--- src/design/dtoi_pkg.sv ---
`timescale 1ns / 1ps

package dtoi_pkg;

  typedef enum logic [1:0] {
    ST_OK      = 2'd0,
    ST_EMPTY   = 2'd1,
    ST_INVALID = 2'd2,
    ST_RANGE   = 2'd3
  } status_t;

  typedef struct packed {
    logic [63:0] acc;
    logic        neg;
    status_t     err;
    logic        first;
    logic        digit;
  } parse_state_t;

  localparam parse_state_t PARSE_RESET = '{
    acc:   64'd0,
    neg:   1'b0,
    err:   ST_OK,
    first: 1'b1,
    digit: 1'b0
  };

  localparam logic [7:0] CHAR_ZERO  = 8'h30;
  localparam logic [7:0] CHAR_NINE  = 8'h39;
  localparam logic [7:0] CHAR_MINUS = 8'h2d;

  localparam logic [63:0] NEG_LIMIT = 64'h8000_0000_0000_0000;

  localparam int unsigned ADDR_W = 3;
  // Word index of the mode register (paddr bit 2).
  localparam logic REG_SIGNED_MODE = 1'b0;

endpackage

--- src/design/decimal_text_to_int64_top.sv ---
`timescale 1ns / 1ps

// Decimal text to 64-bit integer parser.
// Input channel (in_valid/in_ready): one beat per character, char_code with
// no_char and is_last. A text ends with the beat that has is_last set; an empty
// text is a single beat with no_char and is_last both set.
// Output channel (out_valid/out_ready): one beat per text, carrying value_bits
// (two's complement when signed) and status (ok, empty, invalid, out of range).
// Configuration: APB-style port, register 0 bit 0 is signed_mode. Write it only
// while no text is in flight.
// Throughput is one beat per cycle while the output register can take results;
// a last beat waits in the input register while a result is still unclaimed.
// An accepted beat sits in the input register and is then folded into the
// accumulator; for a last beat the folded result then goes to the output register.
// The multiply-by-ten shift-add is the only wide arithmetic in the input path.
// When the receiver stalls, the result holds and the input register keeps the
// next last beat; beats that are not last still flow through.
// Reset clears signed_mode, the parse state and both valid flags; in_ready is
// low while rst is high.
module decimal_text_to_int64_top (
  input  logic                        clk,
  input  logic                        rst,
  input  logic                        psel,
  input  logic                        penable,
  input  logic                        pwrite,
  input  logic [dtoi_pkg::ADDR_W-1:0] paddr,
  input  logic [31:0]                 pwdata,
  output logic [31:0]                 prdata,
  output logic                        pready,
  input  logic                        in_valid,
  output logic                        in_ready,
  input  logic [7:0]                  char_code,
  input  logic                        no_char,
  input  logic                        is_last,
  output logic                        out_valid,
  input  logic                        out_ready,
  output logic [63:0]                 value_bits,
  output logic [1:0]                  status
);

  logic signed_mode;

  logic       ivalid;
  logic [7:0] ichar;
  logic       inochar;
  logic       ilast;

  dtoi_pkg::parse_state_t parse;
  dtoi_pkg::parse_state_t parse_next;
  dtoi_pkg::parse_state_t stepped;

  dtoi_pkg::parse_state_t done;
  logic                   done_mode;

  logic out_free;
  logic advance;

  // Configuration port.
  assign pready = 1'b1;

  always_ff @(posedge clk) begin
    if (rst) begin
      signed_mode <= 1'b0;
    end else if (psel && penable && pwrite && paddr[2] == dtoi_pkg::REG_SIGNED_MODE) begin
      signed_mode <= pwdata[0];
    end
  end

  always_comb begin
    prdata = 32'd0;
    if (paddr[2] == dtoi_pkg::REG_SIGNED_MODE) begin
      prdata = {31'd0, signed_mode};
    end
  end

  // Handshake: a beat that is not last never needs the output register.
  assign out_free = !out_valid || out_ready;
  assign advance  = ivalid && (!ilast || out_free);
  assign in_ready = !rst && (!ivalid || advance);

  always_ff @(posedge clk) begin
    if (rst) begin
      ivalid <= 1'b0;
    end else if (in_ready) begin
      ivalid <= in_valid;
    end
  end

  always_ff @(posedge clk) begin
    if (in_ready && in_valid) begin
      ichar   <= char_code;
      inochar <= no_char;
      ilast   <= is_last;
    end
  end

  dtoi_step u_step (
    .cur         (parse),
    .char_code   (ichar),
    .no_char     (inochar),
    .signed_mode (signed_mode),
    .nxt         (stepped)
  );

  // The parse state starts over after every last beat.
  assign parse_next = ilast ? dtoi_pkg::PARSE_RESET : stepped;

  always_ff @(posedge clk) begin
    if (rst) begin
      parse <= dtoi_pkg::PARSE_RESET;
    end else if (advance) begin
      parse <= parse_next;
    end
  end

  always_ff @(posedge clk) begin
    if (rst) begin
      out_valid <= 1'b0;
    end else if (advance && ilast) begin
      out_valid <= 1'b1;
    end else if (out_ready) begin
      out_valid <= 1'b0;
    end
  end

  always_ff @(posedge clk) begin
    if (advance && ilast) begin
      done      <= stepped;
      done_mode <= signed_mode;
    end
  end

  dtoi_finish u_finish (
    .fin         (done),
    .signed_mode (done_mode),
    .value_bits  (value_bits),
    .status      (status)
  );

endmodule

--- src/design/dtoi_step.sv ---
`timescale 1ns / 1ps

module dtoi_step (
  input  dtoi_pkg::parse_state_t cur,
  input  logic [7:0]             char_code,
  input  logic                   no_char,
  input  logic                   signed_mode,
  output dtoi_pkg::parse_state_t nxt
);

  logic        is_digit;
  logic [3:0]  digit_val;
  logic [67:0] times_ten;
  logic        overflow;

  assign is_digit  = (char_code >= dtoi_pkg::CHAR_ZERO) && (char_code <= dtoi_pkg::CHAR_NINE);
  assign digit_val = char_code[3:0];

  // acc * 10 + d as (acc << 3) + (acc << 1) + d; any carry above bit 63 is overflow.
  assign times_ten = {1'b0, cur.acc, 3'b000} + {3'b000, cur.acc, 1'b0} + {64'd0, digit_val};
  assign overflow  = |times_ten[67:64];

  always_comb begin
    nxt = cur;
    if (!no_char) begin
      nxt.first = 1'b0;
      if (cur.err == dtoi_pkg::ST_OK) begin
        if (is_digit) begin
          if (overflow) begin
            nxt.err = dtoi_pkg::ST_RANGE;
          end else begin
            nxt.acc   = times_ten[63:0];
            nxt.digit = 1'b1;
          end
        end else if (char_code == dtoi_pkg::CHAR_MINUS && cur.first && signed_mode) begin
          nxt.neg = 1'b1;
        end else begin
          nxt.err = dtoi_pkg::ST_INVALID;
        end
      end
    end
  end

endmodule

--- src/design/dtoi_finish.sv ---
`timescale 1ns / 1ps

module dtoi_finish (
  input  dtoi_pkg::parse_state_t fin,
  input  logic                   signed_mode,
  output logic [63:0]            value_bits,
  output logic [1:0]             status
);

  dtoi_pkg::status_t st;
  logic [63:0]       val;

  always_comb begin
    st  = fin.err;
    val = 64'd0;
    if (st == dtoi_pkg::ST_OK && !fin.digit) begin
      st = fin.first ? dtoi_pkg::ST_EMPTY : dtoi_pkg::ST_INVALID;
    end
    if (st == dtoi_pkg::ST_OK) begin
      if (fin.neg) begin
        if (fin.acc > dtoi_pkg::NEG_LIMIT) begin
          st = dtoi_pkg::ST_RANGE;
        end else begin
          val = 64'd0 - fin.acc;
        end
      end else if (signed_mode) begin
        if (fin.acc[63]) begin
          st = dtoi_pkg::ST_RANGE;
        end else begin
          val = fin.acc;
        end
      end else begin
        val = fin.acc;
      end
    end
    if (st != dtoi_pkg::ST_OK) begin
      val = 64'd0;
    end
  end

  assign value_bits = val;
  assign status     = st;

endmodule

--- config.mk ---
export PLATFORM = sky130hd
export DESIGN_NAME = decimal_text_to_int64_top
export DESIGN_NICKNAME = d
export VERILOG_FILES = /design/src/design/dtoi_pkg.sv /design/src/design/decimal_text_to_int64_top.sv /design/src/design/dtoi_step.sv /design/src/design/dtoi_finish.sv
export SDC_FILE = /design/constraint.sdc
export NUM_CORES = 1
export LEC_CHECK = 0
export BUFFER_PORTS_ARGS = -buffer_cell sky130_fd_sc_hd__buf_2
export CAP_MARGIN = 15
export CORE_MARGIN = 2
export CORE_UTILIZATION = 45
export CTS_CLUSTER_SIZE = 24
export DETAILED_ROUTE_END_ITERATION = 10
export PLACE_DENSITY = 0.68
export SETUP_SLACK_MARGIN = 0.15
export SLEW_MARGIN = 20
export SYNTH_ARGS = -nofsm -noshare
export SYNTH_HDL_FRONTEND = slang
export SYNTH_HIERARCHICAL = 1
export SYNTH_SLANG_ARGS = --single-unit
--- constraint.sdc ---
create_clock -name clk -period 6.25 [get_ports clk]
set_input_delay 0 -clock clk [delete_from_list [all_inputs] [get_ports clk]]
set_output_delay 0 -clock clk [all_outputs]
set_load 0.02 [all_outputs]
==> results.toml <==
[route]
drc = 0
drtIter0Drc = 891
drtAntennaViolNets = 0
wl_per_cell_um = 18.20
viasPerCell = 5.845
vias = 10515
wirelength_um = 32730
drt_first_pass_iters = 5

[place]
gp_congestion = 0.9424
place_ws_ps = 1295
dpl.hpwl_um = 24430
placed_cells = 1749
place_area_um2 = 13120
portBuffers = 87

[setup_path]
cp.required_ps = 6570
worstSetupStartpoint = "ichar[3]$_DFFE_PP_"
r2r_cells = 17
cpMostUsedCell = "o21ai_0"
cp.arrival_ps = 5330
crit_slowest_cell = "o21ai_0"
reg2reg_from = "ichar[3]$_DFFE_PP_"
crit_path_start_kind = "flip-flop"
r2r_slack_ps = 1240
path_class = "flip-flop to flip-flop"
crit_fanout = 37
critPathMaxStageDelay_ps = 550
path_cells = "inv_1, fa_1, inv_1, ha_1, a211oi_1, nor2_1, o21ai_0, o21ai_0, nand4_1, a21oi_1, nor2_1, o21ai_0, buf_4, a311o_2, buf_4, mux2_2, a22o_1"
end_kind = "flip-flop"

[yosys]
synth_seq_cells = 152
synth_edf_count = 80
synthArstFlopShare_pct = 0
synthFlopType = "edfxtp_1"
synthDistinctLibCells = 80
syn-mean-instance-area_um2 = 9.391
synth_seq_area_share_pct = 30.39
ys_warn_count = 6
synthCells = 1347
synth.cell_area_um2 = 12650

[cts]
clk_path_buf_depth = 2
cts_root_buf = "clkbuf_16"
cts_sinks = 152
htree_levels = 4
cts-resized-gates = 0
worstSkewPairLatency_ps = 430
cts_tree = "built"
clkTransAtPathRegs_ps = 80
numCtsBuffers = 17

[die]
ios = 153
rows = 61
dieArea_um2 = 29470
die_y_um = 171.7
initial_utilization_pct = 45.66
die_w_um = 171.7
coreArea_um2 = 27710

[cells_and_area]
drive_above_1_share_pct = 15.34
area_delta_synth_final_pct = 10.12
stdcell_area_um2 = 13930
fillers = 2549
post-route-util_pct = 50.28
stdcell_count = 1799
finalNetCount = 1590
antenna_cells = 0

[sta]
fin_ws_ps = 1243
whs_ps = 274.1
setup_viol = 0
relSlewSlack_pct = 28.11
fin_crit_ps = 5007
hold_violations = 0
rsz0062_at_grt = "no"
fmax_mhz = 199.7
fin_tns_setup_ps = 0
drv_slew = 0
worst_pin_slew_ps = 1078
fin_skew_ps = 13.68
fin_crit_sh_pct = 80.11

[power]
leakagePower_nw = 6.299
p_total_mw = 2.265
ir_drop_mv = 0.1528
powerDensity_nw_per_um2 = 162.6

[global_routing]
grt_pass1_vias = 9825
grt_overflow = 0
antenna_found_initial = 0
grtUsageTotal_pct = 22.58
grt_pass1_wl_um = 52430
grt_start_max_net_pins = 71

[hold_path]
holdPathStages = 2
hold_start = "char_code[6]"
hp-class = "primary input to flip-flop"

[outcome]
status = "finished, final reports clean"

[run]
maxCapViolations = 0
layout make-up:
cell class                      instances  area, um2  share of cell area (%)
Timing Repair Buffer                  115      690.7                   4.958
Tap cell                              378      473.0                   3.395
Inverter                               26      97.59                  0.7006
Clock inverter                         15      201.4                   1.446
Sequential cell                       152       3844                   27.59
Multi-Input combinational cell       1096       8198                   58.85
Clock buffer                           17      425.4                   3.054
report_power, final:
part | internal [mW] | total [mW] | switching, mW
combinational | 0.0296 | 0.0975 | 0.0679
clock | 0.616 | 1.10 | 0.487
sequential | 1.06 | 1.07 | 0.00950
total | 1.70 | 2.26 | 0.564
routing by layer:
metal | wire, um | vias up | GRT usage [%]
li1 | - | 5103 | -
met1 | 16000 | 5016 | 32.48
met2 | 14260 | 359 | 35.39
met3 | 1868 | 37 | 3.014
met4 | 607 | 0 | 6.264
met5 | 0 | - | 0
registers in the layout (all words and copies together), names as in the netlist:
signal,cells
done,69
inochar,1
done_mode,1
out_valid,1
ivalid,1
signed_mode,1
ichar,8
ilast,1
parse,69
synth_stat cells, drive strengths merged (38+ instances only):
master / number / area [um2]
o21ai: 71 / 355.3
nand2: 90 / 337.8
mux2: 61 / 874.6
nor2: 122 / 467.9
ha: 128 / 1602
edfxtp: 80 / 2402
xor2: 80 / 700.7
clkbuf: 38 / 153.9
a21oi: 93 / 465.5
a22o: 68 / 595.6
dfxtp: 72 / 1441
buf: 65 / 491.7
placed cells by master (no fill, tap or decap), types with 5 or more instances in the layout:
| master | instances |
|---|---|
| nor4_1 | 18 |
| nor2_1 | 117 |
| a211oi_1 | 6 |
| conb_1 | 32 |
| and3_1 | 6 |
| o31ai_1 | 19 |
| a21o_1 | 16 |
| o21a_1 | 14 |
| mux2i_1 | 6 |
| edfxtp_1 | 80 |
| inv_1 | 26 |
| o21bai_1 | 11 |
| nand2_1 | 90 |
| a31oi_1 | 9 |
| clkbuf_16 | 17 |
| and2_1 | 7 |
| nor3_1 | 19 |
| ha_1 | 128 |
| nor2b_1 | 6 |
| dlygate4sd3_1 | 18 |
| or3_1 | 16 |
| and4_1 | 5 |
| or4_1 | 7 |
| buf_4 | 10 |
| a22o_1 | 68 |
| or2_2 | 8 |
| o21ai_0 | 69 |
| o41ai_1 | 20 |
| xnor2_1 | 37 |
| mux2_2 | 11 |
| nand2b_1 | 13 |
| buf_2 | 87 |
| inv_8 | 5 |
| nand4_1 | 31 |
| mux2_4 | 50 |
| xor2_1 | 80 |
| nand3_1 | 16 |
| dfxtp_1 | 72 |
| a21oi_1 | 93 |
critical path: cells and delay by family, from the launching register on:
family / cells / cell delay, ps
AOI/OAI and AO/OA: 7 / 1780
and+or+nand+nor: 3 / 620
muxes: 1 / 420
DFF: 1 / 360
buffers and inverters: 4 / 870
adders and majority gates: 2 / 830
cells by family (layout without fill, tap and decap cells):
| group | after synthesis | in the layout | synth area share [%] |
|---|---|---|---|
| mux | 67 | 67 | 7.389 |
| simple gates | 382 | 382 | 15.14 |
| compound gates | 368 | 368 | 20.07 |
| buf+inv | 129 | 173 | 5.875 |
| other cells | 2 | 32 | 0.05937 |
| xor+xnor | 117 | 117 | 8.101 |
| flops | 152 | 152 | 30.39 |
| fa+ha+maj | 130 | 130 | 12.98 |
repair_timing:
item,in CTS,in global routing
hold endpoints to repair,13,0
hold buffers,18,0
setup buffers,0,0
worst paths after layout:
kind / endpoint
setup reg to reg: parse[61]$_SDFFE_PP0P_
hold reg to reg: parse[1]$_SDFFE_PP1P_
hold / removal: ichar[6]$_DFFE_PP_
setup / recovery: parse[61]$_SDFFE_PP0P_
(Power assumes the default switching activity.)
